## config.mk

```make
export PLATFORM = sky130hd
export DESIGN_NAME = dxt_block_decoder_top_flat
export DESIGN_NICKNAME = d
export VERILOG_FILES = /design/src/rtl/dxt_pkg.sv /design/src/rtl/dxt_in_if.sv /design/src/rtl/dxt_out_if.sv /design/src/rtl/dxt_block_decoder_top.sv /design/src/rtl/dxt_palette.sv /design/src/rtl/dxt_row_mux.sv /design/src/flat_wrapper.sv
export SDC_FILE = /design/constraint.sdc
export NUM_CORES = 2
export LEC_CHECK = 0
export BUFFER_PORTS_ARGS = -buffer_cell sky130_fd_sc_hd__buf_2
export CAP_MARGIN = 20
export CORE_UTILIZATION = 50
export CTS_BUF_LIST = sky130_fd_sc_hd__clkbuf_8
export CTS_CLUSTER_SIZE = 24
export DETAILED_ROUTE_END_ITERATION = 6
export MAX_ROUTING_LAYER = met4
export PLACE_DENSITY_LB_ADDON = 0.15
export SLEW_MARGIN = 20
export SYNTH_ARGS = -nofsm -noshare
export SYNTH_HDL_FRONTEND = slang
export SYNTH_HIERARCHICAL = 1
export SYNTH_SLANG_ARGS = --single-unit
```

## constraint.sdc

```tcl
create_clock -name clk -period 21.1 [get_ports clk]
set_clock_uncertainty 0.1 [all_clocks]
set_input_delay 2.11 -clock clk [delete_from_list [all_inputs] [get_ports clk]]
set_output_delay 2.11 -clock clk [all_outputs]
set_load 0.02 [all_outputs]
```

## src/rtl/dxt_pkg.sv

```systemverilog
package dxt_pkg;

    localparam int unsigned WORD_W  = 64;
    localparam int unsigned PIXEL_W = 32;
    localparam int unsigned RGB_W   = 24;
    localparam int unsigned ROWS    = 4;
    localparam int unsigned COLS    = 4;

    typedef enum logic [1:0] {
        FMT_DXT1 = 2'd0,
        FMT_DXT3 = 2'd1,
        FMT_DXT5 = 2'd2
    } dxt_fmt_t;

    // Decoded block: both palettes plus the raw index bits still to be looked up
    typedef struct packed {
        logic [1:0]              fmt;
        logic [3:0][RGB_W-1:0]   color;
        logic [7:0][7:0]         alpha_pal;
        logic [WORD_W-1:0]       alpha_word;
        logic [31:0]             col_idx;
    } dxt_pal_t;

    typedef logic [COLS-1:0][PIXEL_W-1:0] dxt_row_t;

    // RGB565 to RGB888 by replicating the top bits into the bottom
    function automatic logic [RGB_W-1:0] widen565(input logic [15:0] c);
        logic [4:0] r5;
        logic [5:0] g6;
        logic [4:0] b5;
        r5 = c[15:11];
        g6 = c[10:5];
        b5 = c[4:0];
        return {r5, r5[4:2], g6, g6[5:4], b5, b5[4:2]};
    endfunction

    // x / 6 for x < 1536, by reciprocal 683 / 4096
    function automatic logic [7:0] div6(input logic [10:0] x);
        logic [20:0] prod;
        prod = 21'(x) * 21'd683;
        return prod[19:12];
    endfunction

    // x / 14 for x < 3584, by reciprocal 2341 / 32768
    function automatic logic [7:0] div14(input logic [11:0] x);
        logic [23:0] prod;
        prod = 24'(x) * 24'd2341;
        return prod[22:15];
    endfunction

    // x / 10 for x < 2560, by reciprocal 1639 / 16384
    function automatic logic [7:0] div10(input logic [11:0] x);
        logic [22:0] prod;
        prod = 23'(x) * 23'd1639;
        return prod[21:14];
    endfunction

    // (4*a + 2*b + 3) / 6 on one 8-bit channel
    function automatic logic [7:0] mix_third(input logic [7:0] a, input logic [7:0] b);
        logic [10:0] sum;
        sum = {1'b0, a, 2'b00} + {2'b00, b, 1'b0} + 11'd3;
        return div6(sum);
    endfunction

endpackage

```

## src/rtl/dxt_in_if.sv

```systemverilog
interface dxt_in_if;

    logic        valid;
    logic        ready;
    logic [63:0] alpha_word;
    logic [63:0] color_word;

    modport source (output valid, output alpha_word, output color_word, input ready);
    modport sink   (input valid, input alpha_word, input color_word, output ready);

endinterface

```

## src/rtl/dxt_out_if.sv

```systemverilog
interface dxt_out_if;

    logic        valid;
    logic        ready;
    logic [1:0]  row_index;
    logic [31:0] pixel_zero;
    logic [31:0] pixel_one;
    logic [31:0] pixel_two;
    logic [31:0] pixel_three;
    logic        last_row;

    modport source (output valid, output row_index, output pixel_zero, output pixel_one,
                    output pixel_two, output pixel_three, output last_row, input ready);
    modport sink   (input valid, input row_index, input pixel_zero, input pixel_one,
                    input pixel_two, input pixel_three, input last_row, output ready);

endinterface

```

## src/rtl/dxt_block_decoder_top.sv

```systemverilog
// S3TC block decoder. Each beat on block carries one compressed 4x4 block
// (alpha word and colour word); four beats follow on rows, one per pixel row
// from the top, each holding four RGBA8888 pixels left to right, with
// last_row set on the fourth. block_format selects DXT1, DXT3 or DXT5 (code 3
// decodes as DXT5); the user must write it through cfg_we/cfg_data only while
// idle, as the block itself does not enforce this. The block is three registers
// deep: an input register, a palette register and the row output register.
// The row sequencer on the palette register issues one row per cycle while
// rows.ready allows it. A new block is taken while the previous one is still
// sending rows.

module dxt_block_decoder_top (
    input  logic       clk,
    input  logic       rst_n,
    input  logic       cfg_we,
    input  logic [1:0] cfg_data,
    dxt_in_if.sink     block,
    dxt_out_if.source  rows
);

    logic [1:0]            block_format_reg;

    // Input register
    logic                  s1_valid_reg;
    logic [63:0]           s1_alpha_reg;
    logic [63:0]           s1_color_reg;

    // Palette register and row sequencer
    logic                  s2_valid_reg;
    dxt_pkg::dxt_pal_t     s2_pal_reg;
    logic [1:0]            row_cnt_reg;
    logic [1:0]            row_cnt_next;

    // Row output register
    logic                  out_valid_reg;
    logic [1:0]            row_index_reg;
    dxt_pkg::dxt_row_t     pixels_reg;
    logic                  last_row_reg;

    dxt_pkg::dxt_pal_t     pal;
    dxt_pkg::dxt_row_t     pixels;

    logic                  out_free;
    logic                  row_issue;
    logic                  s2_free;
    logic                  s1_move;
    logic                  blk_take;

    // Handshake: each stage frees when the one below takes its beat
    assign out_free  = !out_valid_reg || rows.ready;
    assign row_issue = s2_valid_reg && out_free;
    assign s2_free   = !s2_valid_reg || (row_issue && (row_cnt_reg == 2'd3));
    assign s1_move   = s1_valid_reg && s2_free;
    assign block.ready = !s1_valid_reg || s2_free;
    assign blk_take  = block.valid && block.ready;
    assign row_cnt_next = row_cnt_reg + 2'd1;

    always_ff @(posedge clk or negedge rst_n)
    begin
        if (!rst_n)
        begin
            block_format_reg <= dxt_pkg::FMT_DXT1;
        end
        else if (cfg_we)
        begin
            block_format_reg <= cfg_data;
        end
    end

    // Capture the incoming block
    always_ff @(posedge clk or negedge rst_n)
    begin
        if (!rst_n)
        begin
            s1_valid_reg <= 1'b0;
        end
        else if (block.ready)
        begin
            s1_valid_reg <= block.valid;
        end
    end

    always_ff @(posedge clk)
    begin
        if (blk_take)
        begin
            s1_alpha_reg <= block.alpha_word;
            s1_color_reg <= block.color_word;
        end
    end

    dxt_palette u_palette (
        .fmt        (block_format_reg),
        .alpha_word (s1_alpha_reg),
        .color_word (s1_color_reg),
        .pal        (pal)
    );

    // Hold the palette while its four rows go out; advance the row count per issue
    always_ff @(posedge clk or negedge rst_n)
    begin
        if (!rst_n)
        begin
            s2_valid_reg <= 1'b0;
            row_cnt_reg  <= 2'd0;
        end
        else
        begin
            if (s2_free)
            begin
                s2_valid_reg <= s1_valid_reg;
            end
            if (row_issue)
            begin
                row_cnt_reg <= row_cnt_next;
            end
        end
    end

    always_ff @(posedge clk)
    begin
        if (s1_move)
        begin
            s2_pal_reg <= pal;
        end
    end

    dxt_row_mux u_row_mux (
        .pal    (s2_pal_reg),
        .row    (row_cnt_reg),
        .pixels (pixels)
    );

    // Row output register: load a new row, or drop the taken beat
    always_ff @(posedge clk or negedge rst_n)
    begin
        if (!rst_n)
        begin
            out_valid_reg <= 1'b0;
        end
        else if (out_free)
        begin
            out_valid_reg <= s2_valid_reg;
        end
    end

    always_ff @(posedge clk)
    begin
        if (row_issue)
        begin
            row_index_reg <= row_cnt_reg;
            pixels_reg    <= pixels;
            last_row_reg  <= (row_cnt_reg == 2'd3);
        end
    end

    assign rows.valid       = out_valid_reg;
    assign rows.row_index   = row_index_reg;
    assign rows.pixel_zero  = pixels_reg[0];
    assign rows.pixel_one   = pixels_reg[1];
    assign rows.pixel_two   = pixels_reg[2];
    assign rows.pixel_three = pixels_reg[3];
    assign rows.last_row    = last_row_reg;

    // A row beat ends its block exactly on the bottom row
    a_last_row: assert property (@(posedge clk) disable iff (!rst_n)
        out_valid_reg |-> (last_row_reg == (row_index_reg == 2'd3)))
        else $error("last_row disagrees with row_index");

    // The row count stays at the top row while no palette is held
    a_row_idle: assert property (@(posedge clk) disable iff (!rst_n)
        !s2_valid_reg |-> (row_cnt_reg == 2'd0))
        else $error("row counter moved without a palette");

    // A taken row that is not the last is followed at once by the next row
    a_row_seq: assert property (@(posedge clk) disable iff (!rst_n)
        (rows.valid && rows.ready && !rows.last_row) |=>
            (rows.valid && (rows.row_index == $past(rows.row_index) + 2'd1)))
        else $error("row beats out of sequence");

    // Back-pressure on the input only while a block is held there
    a_ready: assert property (@(posedge clk) disable iff (!rst_n)
        !block.ready |-> (s1_valid_reg && s2_valid_reg))
        else $error("input stalled with room to spare");

endmodule

```

## src/rtl/dxt_palette.sv

```systemverilog
module dxt_palette (
    input  logic [1:0]     fmt,
    input  logic [63:0]    alpha_word,
    input  logic [63:0]    color_word,
    output dxt_pkg::dxt_pal_t pal
);

    logic [15:0] c0;
    logic [15:0] c1;
    logic [7:0]  a0;
    logic [7:0]  a1;
    logic [23:0] e0;
    logic [23:0] e1;
    logic        three_mode;
    logic [8:0]  half_sum [3];
    logic [11:0] six_sum  [6];
    logic [11:0] four_sum [4];

    assign c0 = color_word[15:0];
    assign c1 = color_word[31:16];
    assign a0 = alpha_word[7:0];
    assign a1 = alpha_word[15:8];
    assign e0 = dxt_pkg::widen565(c0);
    assign e1 = dxt_pkg::widen565(c1);

    assign three_mode = (fmt == dxt_pkg::FMT_DXT1) && (c0 <= c1);

    always_comb
    begin
        pal            = '0;
        pal.fmt        = fmt;
        pal.alpha_word = alpha_word;
        pal.col_idx    = color_word[63:32];
        pal.color[0]   = e0;
        pal.color[1]   = e1;

        // Colour palette: channels are independent
        for (int ch = 0; ch < 3; ch++)
        begin
            half_sum[ch] = 9'(e0[ch*8 +: 8]) + 9'(e1[ch*8 +: 8]);
            if (three_mode)
            begin
                pal.color[2][ch*8 +: 8] = half_sum[ch][8:1];
                pal.color[3][ch*8 +: 8] = 8'd0;
            end
            else
            begin
                pal.color[2][ch*8 +: 8] = dxt_pkg::mix_third(e0[ch*8 +: 8], e1[ch*8 +: 8]);
                pal.color[3][ch*8 +: 8] = dxt_pkg::mix_third(e1[ch*8 +: 8], e0[ch*8 +: 8]);
            end
        end

        // Alpha palette: six interpolated steps, or four plus black and white
        pal.alpha_pal[0] = a0;
        pal.alpha_pal[1] = a1;
        for (int i = 0; i < 6; i++)
        begin
            six_sum[i] = 12'(12 - 2 * i) * 12'(a0) + 12'(2 + 2 * i) * 12'(a1) + 12'd7;
        end
        for (int i = 0; i < 4; i++)
        begin
            four_sum[i] = 12'(8 - 2 * i) * 12'(a0) + 12'(2 + 2 * i) * 12'(a1) + 12'd5;
        end
        if (a0 > a1)
        begin
            for (int i = 0; i < 6; i++)
            begin
                pal.alpha_pal[2 + i] = dxt_pkg::div14(six_sum[i]);
            end
        end
        else
        begin
            for (int i = 0; i < 4; i++)
            begin
                pal.alpha_pal[2 + i] = dxt_pkg::div10(four_sum[i]);
            end
            pal.alpha_pal[6] = 8'd0;
            pal.alpha_pal[7] = 8'd255;
        end
    end

endmodule

```

## src/rtl/dxt_row_mux.sv

```systemverilog
module dxt_row_mux (
    input  dxt_pkg::dxt_pal_t pal,
    input  logic [1:0]        row,
    output dxt_pkg::dxt_row_t pixels
);

    logic [3:0] pix   [4];
    logic [1:0] ci    [4];
    logic [3:0] nib   [4];
    logic [2:0] ai    [4];
    logic [7:0] alpha [4];

    always_comb
    begin
        for (int col = 0; col < 4; col++)
        begin
            pix[col] = {row, 2'(col)};
            ci[col]  = pal.col_idx[{pix[col], 1'b0} +: 2];
            nib[col] = pal.alpha_word[{pix[col], 2'b00} +: 4];
            ai[col]  = pal.alpha_word[6'd16 + 6'(pix[col]) * 6'd3 +: 3];
            case (pal.fmt)
                dxt_pkg::FMT_DXT1: alpha[col] = 8'd255;
                dxt_pkg::FMT_DXT3: alpha[col] = {nib[col], nib[col]};
                default:           alpha[col] = pal.alpha_pal[ai[col]];
            endcase
            pixels[col] = {pal.color[ci[col]], alpha[col]};
        end
    end

endmodule
```

## src/flat_wrapper.sv

```systemverilog
// flat-port wrapper written by rule: the top's interface ports become plain ports
module dxt_block_decoder_top_flat 
  (clk, rst_n, cfg_we, cfg_data, block_valid, block_alpha_word, block_color_word, block_ready, rows_valid, rows_row_index, rows_pixel_zero, rows_pixel_one, rows_pixel_two, rows_pixel_three, rows_last_row, rows_ready);
  dxt_in_if block_i ();
  dxt_out_if rows_i ();
  input  logic clk;
  input  logic rst_n;
  input  logic cfg_we;
  input  logic [1:0] cfg_data;
  input wire logic [$bits(block_i.valid)-1:0] block_valid;
  input wire logic [$bits(block_i.alpha_word)-1:0] block_alpha_word;
  input wire logic [$bits(block_i.color_word)-1:0] block_color_word;
  output wire logic [$bits(block_i.ready)-1:0] block_ready;
  output wire logic [$bits(rows_i.valid)-1:0] rows_valid;
  output wire logic [$bits(rows_i.row_index)-1:0] rows_row_index;
  output wire logic [$bits(rows_i.pixel_zero)-1:0] rows_pixel_zero;
  output wire logic [$bits(rows_i.pixel_one)-1:0] rows_pixel_one;
  output wire logic [$bits(rows_i.pixel_two)-1:0] rows_pixel_two;
  output wire logic [$bits(rows_i.pixel_three)-1:0] rows_pixel_three;
  output wire logic [$bits(rows_i.last_row)-1:0] rows_last_row;
  input wire logic [$bits(rows_i.ready)-1:0] rows_ready;
  assign block_i.valid = block_valid;
  assign block_i.alpha_word = block_alpha_word;
  assign block_i.color_word = block_color_word;
  assign block_ready = block_i.ready;
  assign rows_valid = rows_i.valid;
  assign rows_row_index = rows_i.row_index;
  assign rows_pixel_zero = rows_i.pixel_zero;
  assign rows_pixel_one = rows_i.pixel_one;
  assign rows_pixel_two = rows_i.pixel_two;
  assign rows_pixel_three = rows_i.pixel_three;
  assign rows_last_row = rows_i.last_row;
  assign rows_i.ready = rows_ready;
  dxt_block_decoder_top u_core (.clk(clk), .rst_n(rst_n), .cfg_we(cfg_we), .cfg_data(cfg_data), .block(block_i), .rows(rows_i));
endmodule
```

==> results by group <==
Run status
  • Status: complete, but fails checks
  • Failing checks: DRC

Timing
  • Tmin final: 8980 ps
  • Setup TNS Final: 0 ps
  • Worst slew margin: 0.300
  • Final worst path period share: 0.426
  • Highest clock rate: 111 MHz
  • Pins Over Slew Limit: 0
  • Fin. Hold Viols: 0
  • Final hold slack: 315 ps
  • RSZ-0062 raised after global routing: false
  • Worst-margin pin slew: 1050 ps
  • Endpoints failing setup: 0

Global routing
  • All-layer global routing usage: 0.250
  • First-pass GRT wire length: 235000 um
  • Vias in the first global route: a little over 40000
  • Grt total ovfl: 0
  • Initial antenna violation count: 4
  • Pin count of the biggest net entering global routing: approximately 130

Clocking
  • Resize count post-CTS: 0
  • CTS tree: yes
  • Root buf cell: clkbuf_8
  • Clock Latency Late Sink: 770 ps
  • Post-CTS Hold Buffers: 0
  • Post-CTS setup buffers: 0
  • Num CTS Buffers: 92
  • Clock buffer depth: 3
  • Number of H-tree levels: 3
  • Clk sinks: approximately 520
  • CTS clock-pin slew for the worst setup and hold paths: about 60 ps

Route
  • Routed Antenna Nets: 0
  • DR vias: 40282
  • DR iter-0 viols: 2981
  • Vias per inst: 5.56
  • Final wirelength: approximately 150000 um
  • Post-DR wirelength/cell: just over 20 um
  • First drt pass iteration count: 7
  • # DRC: 5

Synth
  • Synth Warn #: 6
  • Synthesized area per cell: 11.4 um^2
  • Post-synth net total: 7212
  • Top-count cell post-synth: ha_1
  • Top_reg_cell synth: edfxtp_1
  • Asr flop ratio synth: 0.0134
  • Synth area leaders: ha_1, edfxtp_1, fa_1, mux4_2, inv_1
  • Synth area leader: ha_1
  • Cell count after synthesis: 5388
  • Register area share after synthesis: 0.255
  • Top cells by count, synth: ha_1, inv_1, edfxtp_1
  • #FFs+latches synth: 524
  • Post-synthesis cell type count: 102
  • Mapped cell area: 61600 um^2
  • EDFF count, synth: 517
  • Synth top area share: 0.258

Worst setup path
  • Critical path's slowest cell: edfxtp_1
  • Crit-path leading delay family: adder cells
  • Startpoint Class: flop
  • Critical Path RT: between 20000 and 25000 ps
  • WS Path Type: flop to flop
  • CP arrival: 9380 ps
  • CP Capture Type: flop
  • Worst R2R Path Depth: 28
  • CP max FO: 16
  • Worst path depth: 28
  • Buf+Inv Stages, Crit Path: 4
  • Max incr delay on CP: 890 ps

Floorplan
  • # rows: approximately 130
  • Initial Util: 0.505
  • Core area: 122000 um^2
  • Die ar.: 125000 um^2
  • Die width: around 350 um
  • # IOs: 268
  • Die Ht: approximately 350 um

Cells and area
  • Share of post-route cells with drive strength above 1: 0.121
  • Max FFs per register: 258
  • Area delta synth->final: 6.31%
  • Fillers: 10651
  • Final #Nets: 7367

Place
  • Port bufs: 267
  • Final Wtd Congestion: 0.940
  • DP HPWL: 119000 um

Worst hold path
  • Worst Hold Path Cells: 0
  • Hold WC Path Type: flop to flop

Run
  • Max Cap Violations: 0
-- placed cells by master (no fill, tap or decap), drive strengths merged, types with 41 or more instances in the layout --
cell / synthesis / layout
a21o: 98 / 98
ha: 1271 / 1271
o21bai: 61 / 61
nor3: 75 / 75
xor2: 87 / 87
a21oi: 211 / 211
o21ai: 136 / 136
o21a: 41 / 41
fa: 418 / 418
inv: 900 / 933
nand3: 54 / 54
mux4: 179 / 179
nor2: 193 / 193
mux2i: 77 / 77
clkbuf: 23 / 94
xnor2: 239 / 239
buf: 225 / 309
edfxtp: 517 / 517
nand2: 137 / 137
-- cell families (layout without fill, tap and decap cells) --
logic type | after synthesis | after routing | share of synthesized area
AO/OA/AOI/OAI | 792 | 792 | 0.0877
XOR/XNOR | 328 | 328 | 0.0478
adder cells (fa/ha/maj) | 1689 | 1689 | 0.394
buffers and inverters | 1149 | 1374 | 0.0824
flip-flops | 524 | 524 | 0.255
multiplexers | 283 | 283 | 0.0842
other | 0 | 2 | 0
AND/OR/NAND/NOR | 623 | 623 | 0.0486
-- routing by layer --
metal  vias to the layer above  share of wire  global-route usage  wire (um)
met5                         -              0                   -          0
met4                         0          0.025              0.0596       3790
met3                       189          0.046              0.0351       6870
met2                       993           0.47               0.399      70200
met1                     19829           0.46               0.335      68500
li1                      19271              -                   -          -
-- final timing paths --
check | from | end | slack, ps
worst max-delay path | u_core/s1_alpha_reg[1] | u_core/s2_pal_reg[126] | 12120
worst min-delay path | u_core/s1_color_reg[32] | u_core/s2_pal_reg[0] | 310
worst max register to register | u_core/s1_alpha_reg[1] | u_core/s2_pal_reg[126] | 12120
worst min register to register | u_core/s1_color_reg[32] | u_core/s2_pal_reg[0] | 310
max in group asynchronous | rst_n | u_core/row_cnt_reg[0] | 19590
min in group asynchronous | rst_n | u_core/s2_valid_reg | 1090
-- through the flow --
| step | util | cells | setup WS, ps | instance area [um^2] |
|---|---|---|---|---|
| finish | 0.537 | 7240 | 12120 | 65400 |
| detailed placement | 0.522 | 7074 | 12180 | 63600 |
| floorplan | - | 5388 | 6360 | 61600 |
| global placement | 0.522 | 7074 | 12350 | 63600 |
| CTS | 0.537 | 7238 | 12220 | 65400 |
| global route | 0.537 | 7239 | 11590 | 65400 |
-- area by class of cell --
cell class              instances  area [um^2]  area share
inverters                     901         3390      0.0518
multi-input cells            3715        40900       0.624
clock buffers                  94         1290      0.0198
flip-flops and latches        524        15700       0.240
well taps                    1625         2030      0.0311
diodes                          2         5.00   0.0000765
clock inverters                70          508     0.00776
repair buffers                309         1660      0.0254
Power is not shown: default switching activity piles up to over one toggle a cycle in this logic, so the estimate is an artifact.
